File: src/hw/rtl/bcs_pkg.sv
// ----------------------------------------------------------------------------
// bcs_pkg
// Types, widths and the line-element operator shared by the binary curvature
// smoothing block and its channel interfaces.
// ----------------------------------------------------------------------------
package bcs_pkg;

	localparam int WIN_W = 25;
	localparam int POS_W = 12;
	localparam int CFG_W = 13;
	localparam int NB_W  = 9;

	localparam int ROWS_RESET = 480;
	localparam int COLS_RESET = 640;

	typedef logic [WIN_W-1:0] window_t;
	typedef logic [POS_W-1:0] pos_t;
	typedef logic [CFG_W-1:0] side_t;
	typedef logic [NB_W-1:0]  nbhd_t;

	typedef enum logic [0:0] {
		REG_IMAGE_ROWS = 1'b0,
		REG_IMAGE_COLS = 1'b1
	} cfg_idx_t;

	// 3x3 neighbourhood, bit 3*r+c, centre at bit 4.
	// lo set: OR along each line, AND across lines; clear: the dual.
	// Positions with ok low drop out of their line.
	function automatic logic line_comb(input nbhd_t v, input nbhd_t ok, input logic lo);
		nbhd_t      d_or;
		nbhd_t      d_and;
		logic [3:0] l_or;
		logic [3:0] l_and;
		logic       res;
		d_or     = v & ok;
		d_and    = v | ~ok;
		l_or[0]  = d_or[3] | d_or[4] | d_or[5];
		l_or[1]  = d_or[1] | d_or[4] | d_or[7];
		l_or[2]  = d_or[0] | d_or[4] | d_or[8];
		l_or[3]  = d_or[2] | d_or[4] | d_or[6];
		l_and[0] = d_and[3] & d_and[4] & d_and[5];
		l_and[1] = d_and[1] & d_and[4] & d_and[7];
		l_and[2] = d_and[0] & d_and[4] & d_and[8];
		l_and[3] = d_and[2] & d_and[4] & d_and[6];
		if (lo) begin
			res = &l_or;
		end else begin
			res = |l_and;
		end
		return res;
	endfunction

endpackage

File: src/hw/rtl/bcs_if.sv
// ----------------------------------------------------------------------------
// bcs channel interfaces
// Valid/ready channels for pixel beats, result beats and register writes.
// ----------------------------------------------------------------------------
interface bcs_pix_if;
	import bcs_pkg::*;

	logic    valid;
	logic    ready;
	window_t window;
	pos_t    row;
	pos_t    col;
	logic    frame_end;

	modport source (output valid, output window, output row, output col,
		output frame_end, input ready);
	modport sink (input valid, input window, input row, input col,
		input frame_end, output ready);
endinterface

interface bcs_res_if;
	logic valid;
	logic ready;
	logic smoothed;
	logic mode_used;

	modport source (output valid, output smoothed, output mode_used, input ready);
	modport sink (input valid, input smoothed, input mode_used, output ready);
endinterface

interface bcs_cfg_if;
	import bcs_pkg::*;

	logic     valid;
	logic     ready;
	cfg_idx_t index;
	side_t    data;

	modport source (output valid, output index, output data, input ready);
	modport sink (input valid, input index, input data, output ready);
endinterface

File: src/hw/rtl/binary_curvature_smoothing_top.sv
// ----------------------------------------------------------------------------
// binary_curvature_smoothing_top
// Morphological sup-inf / inf-sup curvature smoothing of a binary level-set
// mask, one pixel per beat from its 5x5 neighbourhood.
// ----------------------------------------------------------------------------
// Takes one pixel beat per cycle and returns one result beat per pixel, in
// order. Each result passes the registers of stages one, two and three and
// shows on the output from stage three. The bounds of the window rows and
// columns are checked on the way into stage one. Stage two forms the nine
// intermediate points with the first line pass. Stage three applies the second
// line pass into the output register. Back-pressure stalls the pipeline in
// place. The pass order starts as sup-inf first after reset and swaps after
// each pixel flagged frame_end.
// Image sizes above MAX_SIDE act as MAX_SIDE; write them only while idle.
module binary_curvature_smoothing_top #(
	parameter int MAX_SIDE = 4096
) (
	input logic      clk,
	input logic      arst_n,
	bcs_pix_if.sink   pix,
	bcs_res_if.source res,
	bcs_cfg_if.sink   cfg
);
	import bcs_pkg::*;

	localparam int    SideCapI = (MAX_SIDE > (1 << CFG_W) - 1) ? (1 << CFG_W) - 1 : MAX_SIDE;
	localparam side_t SIDE_CAP = CFG_W'(SideCapI);
	localparam side_t ROWS_RST = CFG_W'((ROWS_RESET > SideCapI) ? SideCapI : ROWS_RESET);
	localparam side_t COLS_RST = CFG_W'((COLS_RESET > SideCapI) ? SideCapI : COLS_RESET);
	localparam int    SUM_W    = POS_W + 2;

	side_t rows_q;
	side_t cols_q;
	side_t cfg_lim;
	logic  mode_q;

	logic  en1;
	logic  en2;
	logic  en3;
	logic  pix_acc;

	logic       v_s1;
	window_t    win_s1;
	logic [4:0] rok_s1;
	logic [4:0] cok_s1;
	logic       mode_s1;

	logic  v_s2;
	nbhd_t mid_s2;
	nbhd_t ok3_s2;
	logic  mode_s2;

	logic v_s3;
	logic smooth_s3;
	logic mode_s3;

	logic [4:0] rok_d;
	logic [4:0] cok_d;
	nbhd_t      mid_d;
	nbhd_t      ok3_d;
	logic       smooth_d;

	assign en3     = !v_s3 || res.ready;
	assign en2     = !v_s2 || en3;
	assign en1     = !v_s1 || en2;
	assign pix.ready = en1;
	assign pix_acc = pix.valid && en1;

	assign cfg.ready = 1'b1;
	assign cfg_lim   = (cfg.data > SIDE_CAP) ? SIDE_CAP : cfg.data;

	always_ff @(posedge clk or negedge arst_n) begin
		if (!arst_n) begin
			rows_q <= ROWS_RST;
			cols_q <= COLS_RST;
		end else if (cfg.valid) begin
			unique case (cfg.index)
				REG_IMAGE_ROWS: rows_q <= cfg_lim;
				REG_IMAGE_COLS: cols_q <= cfg_lim;
				default: ;
			endcase
		end
	end

	// toggle pass order after the last pixel of a frame
	always_ff @(posedge clk or negedge arst_n) begin
		if (!arst_n) begin
			mode_q <= 1'b0;
		end else if (pix_acc && pix.frame_end) begin
			mode_q <= !mode_q;
		end
	end

	always_comb begin
		logic [SUM_W-1:0] rsum;
		logic [SUM_W-1:0] csum;
		for (int i = 0; i < 5; i++) begin
			rsum     = {2'b00, pix.row} + SUM_W'(i) - SUM_W'(2);
			csum     = {2'b00, pix.col} + SUM_W'(i) - SUM_W'(2);
			rok_d[i] = rsum < {1'b0, rows_q};
			cok_d[i] = csum < {1'b0, cols_q};
		end
	end

	always_comb begin
		nbhd_t sub_v;
		nbhd_t sub_ok;
		for (int ci = 0; ci < 3; ci++) begin
			for (int cj = 0; cj < 3; cj++) begin
				for (int a = 0; a < 3; a++) begin
					for (int b = 0; b < 3; b++) begin
						sub_v[a*3+b]  = win_s1[5*(ci+a)+(cj+b)];
						sub_ok[a*3+b] = rok_s1[ci+a] & cok_s1[cj+b];
					end
				end
				mid_d[ci*3+cj] = line_comb(sub_v, sub_ok, mode_s1);
				ok3_d[ci*3+cj] = rok_s1[ci+1] & cok_s1[cj+1];
			end
		end
	end

	assign smooth_d = line_comb(mid_s2, ok3_s2, !mode_s2);

	always_ff @(posedge clk or negedge arst_n) begin
		if (!arst_n) begin
			v_s1 <= 1'b0;
			v_s2 <= 1'b0;
			v_s3 <= 1'b0;
		end else begin
			if (en1) begin
				v_s1 <= pix.valid;
			end
			if (en2) begin
				v_s2 <= v_s1;
			end
			if (en3) begin
				v_s3 <= v_s2;
			end
		end
	end

	always_ff @(posedge clk) begin
		if (en1) begin
			win_s1  <= pix.window;
			rok_s1  <= rok_d;
			cok_s1  <= cok_d;
			mode_s1 <= mode_q;
		end
		if (en2) begin
			mid_s2  <= mid_d;
			ok3_s2  <= ok3_d;
			mode_s2 <= mode_s1;
		end
		if (en3) begin
			smooth_s3 <= smooth_d;
			mode_s3   <= mode_s2;
		end
	end

	assign res.valid     = v_s3;
	assign res.smoothed  = smooth_s3;
	assign res.mode_used = mode_s3;

`ifndef NO_ASSERTIONS
	a_mode_flip: assert property (@(posedge clk) disable iff (!arst_n)
		(pix_acc && pix.frame_end) |=> (mode_q != $past(mode_q)))
		else $error("pass order did not swap after frame end");

	a_mode_hold: assert property (@(posedge clk) disable iff (!arst_n)
		!(pix_acc && pix.frame_end) |=> $stable(mode_q))
		else $error("pass order changed without frame end");

	a_stall_keep: assert property (@(posedge clk) disable iff (!arst_n)
		(v_s2 && v_s3 && !res.ready) |=> (v_s2 && v_s3))
		else $error("pipeline dropped a beat while stalled");
`endif

endmodule
File: src/flat_wrapper.sv
// flat-port wrapper written by rule: the top's interface ports become plain ports
module binary_curvature_smoothing_top_flat import bcs_pkg::*;
#(
	parameter int MAX_SIDE = 4096
)
  (clk, arst_n, pix_valid, pix_window, pix_row, pix_col, pix_frame_end, pix_ready, res_valid, res_smoothed, res_mode_used, res_ready, cfg_valid, cfg_index, cfg_data, cfg_ready);
  bcs_pix_if pix_i ();
  bcs_res_if res_i ();
  bcs_cfg_if cfg_i ();
  input logic clk;
  input logic arst_n;
  input wire logic [$bits(pix_i.valid)-1:0] pix_valid;
  input wire logic [$bits(pix_i.window)-1:0] pix_window;
  input wire logic [$bits(pix_i.row)-1:0] pix_row;
  input wire logic [$bits(pix_i.col)-1:0] pix_col;
  input wire logic [$bits(pix_i.frame_end)-1:0] pix_frame_end;
  output wire logic [$bits(pix_i.ready)-1:0] pix_ready;
  output wire logic [$bits(res_i.valid)-1:0] res_valid;
  output wire logic [$bits(res_i.smoothed)-1:0] res_smoothed;
  output wire logic [$bits(res_i.mode_used)-1:0] res_mode_used;
  input wire logic [$bits(res_i.ready)-1:0] res_ready;
  input wire logic [$bits(cfg_i.valid)-1:0] cfg_valid;
  input wire logic [$bits(cfg_i.index)-1:0] cfg_index;
  input wire logic [$bits(cfg_i.data)-1:0] cfg_data;
  output wire logic [$bits(cfg_i.ready)-1:0] cfg_ready;
  assign pix_i.valid = pix_valid;
  assign pix_i.window = pix_window;
  assign pix_i.row = pix_row;
  assign pix_i.col = pix_col;
  assign pix_i.frame_end = pix_frame_end;
  assign pix_ready = pix_i.ready;
  assign res_valid = res_i.valid;
  assign res_smoothed = res_i.smoothed;
  assign res_mode_used = res_i.mode_used;
  assign res_i.ready = res_ready;
  assign cfg_i.valid = cfg_valid;
  assign cfg_i.index = cfg_index;
  assign cfg_i.data = cfg_data;
  assign cfg_ready = cfg_i.ready;
  binary_curvature_smoothing_top #(.MAX_SIDE(MAX_SIDE)) u_core (.clk(clk), .arst_n(arst_n), .pix(pix_i), .res(res_i), .cfg(cfg_i));
endmodule
File: config.mk
export PLATFORM = sky130hd
export DESIGN_NAME = binary_curvature_smoothing_top_flat
export DESIGN_NICKNAME = d
export VERILOG_FILES = /design/src/hw/rtl/bcs_pkg.sv /design/src/hw/rtl/bcs_if.sv /design/src/hw/rtl/binary_curvature_smoothing_top.sv /design/src/flat_wrapper.sv
export SDC_FILE = /design/constraint.sdc
export NUM_CORES = 1
export LEC_CHECK = 0
export ABC_AREA = 1
export BUFFER_PORTS_ARGS = -buffer_cell sky130_fd_sc_hd__buf_2
export CORE_UTILIZATION = 57
export CTS_CLUSTER_SIZE = 20
export DETAILED_ROUTE_END_ITERATION = 6
export HOLD_SLACK_MARGIN = 0.08
export PLACE_DENSITY = 0.87
export SYNTH_ARGS = -nofsm -noshare
export SYNTH_HDL_FRONTEND = slang
export SYNTH_SLANG_ARGS = --single-unit
File: constraint.sdc
create_clock -name clk -period 1.9 [get_ports clk]
set_clock_uncertainty 0.1 [all_clocks]
set_input_delay 0.19 -clock clk [delete_from_list [all_inputs] [get_ports clk]]
set_output_delay 0.19 -clock clk [all_outputs]
set_load 0.01 [all_outputs]
==> results of run 1 <==
cell families after synthesis:
logic type	synth area share [%]
and+or+nand+nor	29.3
buffers and inverters	8.21
AOI/OAI and AO/OA	10.7
adders and majority gates	17.1
xor gates and xnor gates	10.8
DFF	23.8
other	0.0361
Yosys cell counts, types with 23 or more instances:
master    number  area [µm²]
a21oi_1       57         285
dfrtp_1       24         601
edfxtp_1      57        1710
ha_1         142        1780
inv_1        181         679
nand2_1      334        1250
nand3_1      116         581
nand4_1       35         219
nor2_1       118         443
nor3_1        23         115
o21ai_0       63         315
xnor2_1       25         219
xor2_1        99         867
per-stage QoR:
| stage | hold slack (ns) | instances | cell area (µm²) | worst slack, ns | setup TNS [ns] |
|---|---|---|---|---|---|
| CTS | 0.102 | 2107 | 15200 | -0.435 | -3.52 |
| detailed placement | 0.179 | 2020 | 13500 | -1.11 | -9.65 |
| global placement | 0.161 | 2020 | 13500 | -0.965 | -8.67 |
| floorplan | -0.206 | 1441 | 10800 | -0.685 | -4.62 |
layer usage:
layer  global-route usage [%]  overflow
met1                     84.6        12
met2                      102       219
met3                     79.7        18
met4                     93.7       108
met5                     57.8         0
repair_timing:
item                                    4_1_cts
setup buffers                                32
endpoints found under the setup margin       17
endpoints found under the hold margin        71
resized for setup                           174
pin swaps                                    95
hold buffers                                 39
==> flow_metrics.py, run 1 <==
metrics = {
    "yosys": {
        "syn_area_per_cell_um2": 7.20,
        "synth_edf_count": 57,
        "yosys_most_used_dff": "edfxtp_1",
        "ys_warn_count": 0,
        "synth_nets": 1652,
        "netlist_instances": 1441,
        "yosys.cell_types.count": 56,
        "netlist_area_mm2": 0.0104,
        "ys_seq_area_share_pct": 23.8,
        "ys_ff_latch": 87,
        "async_flop_share_pct": 34.5,
    },
    "timing": {
        "grt-worst-endpoint": "u_core.rok_s1[1]$_DFFE_PN_/D",
        "timing.worst_endpoint.kind": "register data pin",
    },
    "status": {
        "firstError": "[ERROR GRT-0232] Routing congestion too high. Check the congestion heatmap in the GUI.",
        "outcome": "stopped before the end",
        "stop_stage": "global routing",
    },
    "cts": {
        "h-tree-depth": 3,
        "cts_buffers": 9,
        "cts-root-buf": "clkbuf_16",
        "clock-sinks": 87,
        "cts_buffer_depth": 2,
    },
    "die": {
        "die_w_um": 137,
        "ios": 74,
        "die_h_um": 137,
        "rows": 48,
        "initial_core_util_pct": 59.2,
    },
    "placement": {
        "gp_congestion": 1.08,
        "hpwl_um": 28200,
        "io_buffers": 72,
    },
    "global_route": {
        "grt_max_degree": 31,
        "grt_usage_pct": 88.8,
        "grt-ovfl-total": 357,
    },
}
==> inputs of run 2 (changes only) <==
CORE_UTILIZATION = 40   (was 57)
CTS_CLUSTER_SIZE = default   (was 20)
HOLD_SLACK_MARGIN = default   (was 0.08)
PLACE_DENSITY = default   (was 0.87)
PLACE_DENSITY_LB_ADDON = 0.15   (was default)
clock period = 2.5 ns   (was 1.9 ns; I/O delays follow)
==> run 2 against run 1 <==
Compared with the run above: the flow now finishes, with violations (setup timing); area after synthesis unchanged; synthesized cell count unchanged.
==> flow_metrics.py, run 2 <==
metrics = {
    "yosys": {
        "async_flop_share_pct": 34.5,
        "ys_warn_count": 0,
        "synth_adder_area_share_pct": 17.1,
        "yosys.area.top_type_share_pct": 17.1,
        "yosys.cell_types.count": 56,
        "ys_seq_area_share_pct": 23.8,
        "synth_nets": 1652,
        "netlist_area_mm2": 0.0104,
        "ys_ff_latch": 87,
        "synth-simple-area-share_pct": 29.3,
        "synthXorXnorAreaFrac_pct": 10.8,
        "muxShareOfSynthArea_pct": 0,
        "netlist_instances": 1441,
        "synthMostInstantiatedCell": "nand2_1",
        "yosys_most_used_dff": "edfxtp_1",
        "synth-compound-area-share_pct": 10.7,
        "ys_top_cells_by_area": "ha_1 (17%), edfxtp_1 (16%), nand2_1 (12%)",
        "synth_edf_count": 57,
        "synth_top_area_cell": "ha_1",
        "yosys-top-cells-count": "nand2_1 (334), inv_1 (181), ha_1 (142)",
        "synth_top_family_by_area": "simple AND/OR/NAND/NOR gates",
        "syn_area_per_cell_um2": 7.20,
    },
    "cts": {
        "cts-root-buf": "clkbuf_16",
        "cts_buffer_depth": 2,
        "clock-sinks": 87,
        "cts_buffers": 9,
        "clk_pin_slew_ns": 0.08,
        "h-tree-depth": 3,
        "clock_latency_ns": 0.35,
        "tritoncts": "built",
    },
    "placement": {
        "io_buffers": 72,
        "gp_congestion": 0.959,
        "hpwl_um": 27100,
    },
    "power_and_ir_drop": {
        "p_total_uw": 6470,
        "swShare_pct": 40.3,
        "power_density_mw_per_mm2": 442,
        "irDropWorstVdd_mv": 0.340,
        "comb_power_share_pct": 46.3,
        "p_switching_uw": 2610,
        "leakagePower_uw": 0.00700,
        "p_seq_share_pct": 32.4,
        "intPower_uw": 3870,
        "pwr-share-clk_pct": 21.3,
    },
    "timing": {
        "fin_crit_ns": 2.53,
        "relSlewSlack_pct": 50.6,
        "fin_hold_ws_ns": 0.0511,
        "setup_viol": 1,
        "rsz0062_at_grt": "true",
        "setup_slack_ns": -0.0288,
        "fin_crit_sh_pct": 101,
        "fin_setup_tns_ns": -0.0288,
        "worst_pin_slew_ns": 0.739,
        "hold_viol_final": 0,
        "maxSlewViolCount": 0,
        "fmax_mhz": 395,
    },
    "route": {
        "drcViolationCount": 0,
        "wirelength_um": 33900,
        "initialDrtViolationCount": 638,
        "drtPass1Iterations": 5,
        "vias": 10938,
        "drtAntennaViolNets": 0,
        "wire_per_inst_um": 15.8,
        "via_per_inst": 5.12,
    },
    "final_layout": {
        "final_cell_mix": "nand2_1 (302), buf_4 (271), inv_1 (165)",
        "n_fill_cell": 2362,
        "areaGrowthSynthToFinish_pct": 40.9,
        "nNetsFinal": 2013,
        "top_regs": "u_core.win_s1 x25, u_core.cols_q x13, u_core.rows_q x13",
        "drive_gt1_share_pct": 30.9,
        "largest_reg_flops": 25,
        "num_antenna_cells": 0,
        "final_common_cell": "nand2_1",
        "regMostFlops": "u_core.win_s1",
        "register_area_mm2": 0.00247,
        "multi_input_area_mm2": 0.00788,
    },
    "die": {
        "core_area_mm2": 0.0253,
        "dieArea_mm2": 0.0266,
        "initial_core_util_pct": 41.0,
        "die_w_um": 163,
        "ios": 74,
        "die_h_um": 163,
        "rows": 58,
    },
    "setup_path": {
        "cp_max_fo": 4,
        "path_cells": "buf_12 -> buf_8 -> ha_4 -> nand2_4 -> nand2_4 -> buf_6 -> nand3_2 -> nand2_2 -> nor2_2 -> nand4_1 -> nor2_2 -> nand3_1 -> nand2_1 -> nand2_2 -> ha_4 -> nand2_2 -> nor2_4 -> nand4_1 -> a21oi_2 -> nor2_2",
        "start_kind": "input port",
        "end_kind": "flop",
        "r2r_end": "u_core.cok_s1[3]",
        "cp_slowest_stage_delay_ns": 0.27,
        "worstPathArrival_ns": 2.52,
        "crit_type": "in -> reg",
        "r2r_cells": 9,
        "r2r_slack_ns": 0.34,
        "critical_path_required_ns": 2.49,
        "crit_slowest_cell": "ha_4",
        "r2r_start": "u_core.cols_q[7]",
    },
    "hold_path": {
        "min_from": "cfg_data[7]",
        "hp-class": "in -> reg",
        "hold_depth": 3,
        "holdPathEnd": "u_core.cols_q[7]",
    },
    "global_route": {
        "grt-ovfl-total": 0,
        "grt_max_degree": 31,
        "grt_usage_pct": 25.6,
        "grt_pass1_vias": 10241,
        "grt_pass1_wl_um": 53200,
        "antenna_found_initial": 0,
    },
    "status": {
        "outcome": "complete, but fails checks",
        "violations": "setup timing",
    },
    "run": {
        "drv_cap": 0,
    },
}
run 2: cell counts after synthesis:
Identical to the previous run, type by type.
run 2: cell type report:
cell class | count | area share, %
multi-input combinational | 1140 | 53.9
tap | 330 | 2.82
clock inverter | 7 | 0.513
timing repair buffer | 375 | 19.3
clock buffer | 9 | 1.54
sequential | 87 | 16.9
inverter | 189 | 5.02
run 2: worst max-delay path by stage:
stage | depth (start not counted) | slack [ns] | to | startpoint
6_report | 20 | -0.03 | u_core.cok_s1[3] | pix_col[2]
5_1_grt | 19 | -0.16 | u_core.cok_s1[3] | pix_col[3]
4_1_cts | 18 | -0.03 | u_core.cok_s1[3] | pix_col[2]
3_5_place_dp | 16 | -0.59 | u_core.cok_s1[3] | pix_col[1]
3_3_place_gp | 19 | -0.63 | u_core.cok_s1[3] | pix_col[1]
2_1_floorplan | 18 | -0.15 | u_core.cok_s1[3] | pix_col[1]
run 2: logic make-up (layout without fill, tap and decap cells):
logic type | Yosys count | count (layout)
AO/OA/AOI/OAI | 189 | 189
XOR/XNOR | 126 | 126
adder cells (fa/ha/maj) | 142 | 142
buffers and inverters | 214 | 580
flip-flops | 87 | 87
other | 1 | 1
AND/OR/NAND/NOR | 682 | 682
run 2: critical path, delay by kind of cell:
kind                     cells  cell delay, ns
buffers and inverters        3            0.37
adder cells (fa/ha/maj)      2            0.42
AO/OA/AOI/OAI                1            0.19
AND/OR/NAND/NOR             14            1.30
run 2: routing by layer:
metal | part of all wire, % | wire, µm | GRT usage (%) | vias to the layer above
met5 | 0 | 0 | 0 | -
met2 | 47 | 15900 | 42.8 | 301
met1 | 47 | 15800 | 35.9 | 5050
met4 | 1.2 | 418 | 4.16 | 0
met3 | 5.1 | 1740 | 2.56 | 36
li1 | - | - | - | 5551
run 2: what timing repair did:
item	CTS	global route
setup buffers	6	12
endpoints found under the hold margin	49	1
hold buffers	26	1
pin swaps	14	97
setup endpoints to repair	7	9
resized for setup	34	152
run 2: per-stage QoR:
stage / utilization [%] / std cells / setup WS [ns] / cell area [µm²]
after floorplan: - / 1441 / -0.146 / 10600
after global placement: 51.9 / 2076 / -0.633 / 13100
after detailed placement: 51.9 / 2076 / -0.587 / 13100
after CTS: 54.8 / 2124 / -0.0302 / 13900
after global routing: 57.8 / 2137 / -0.163 / 14600
final: 57.8 / 2137 / -0.0288 / 14600
run 2: power by group through the flow:
stage          registers, µW  clock network [µW]  logic (µW)
2_1_floorplan           2040                   0        1680
3_3_place_gp            2120                   0        2690
3_5_place_dp            2120                   0        2720
4_1_cts                 2090                1410        2800
5_1_grt                 2120                1450        3350
6_report                2100                1380        2990
No activity file was read; power rests on OpenSTA's default activity.
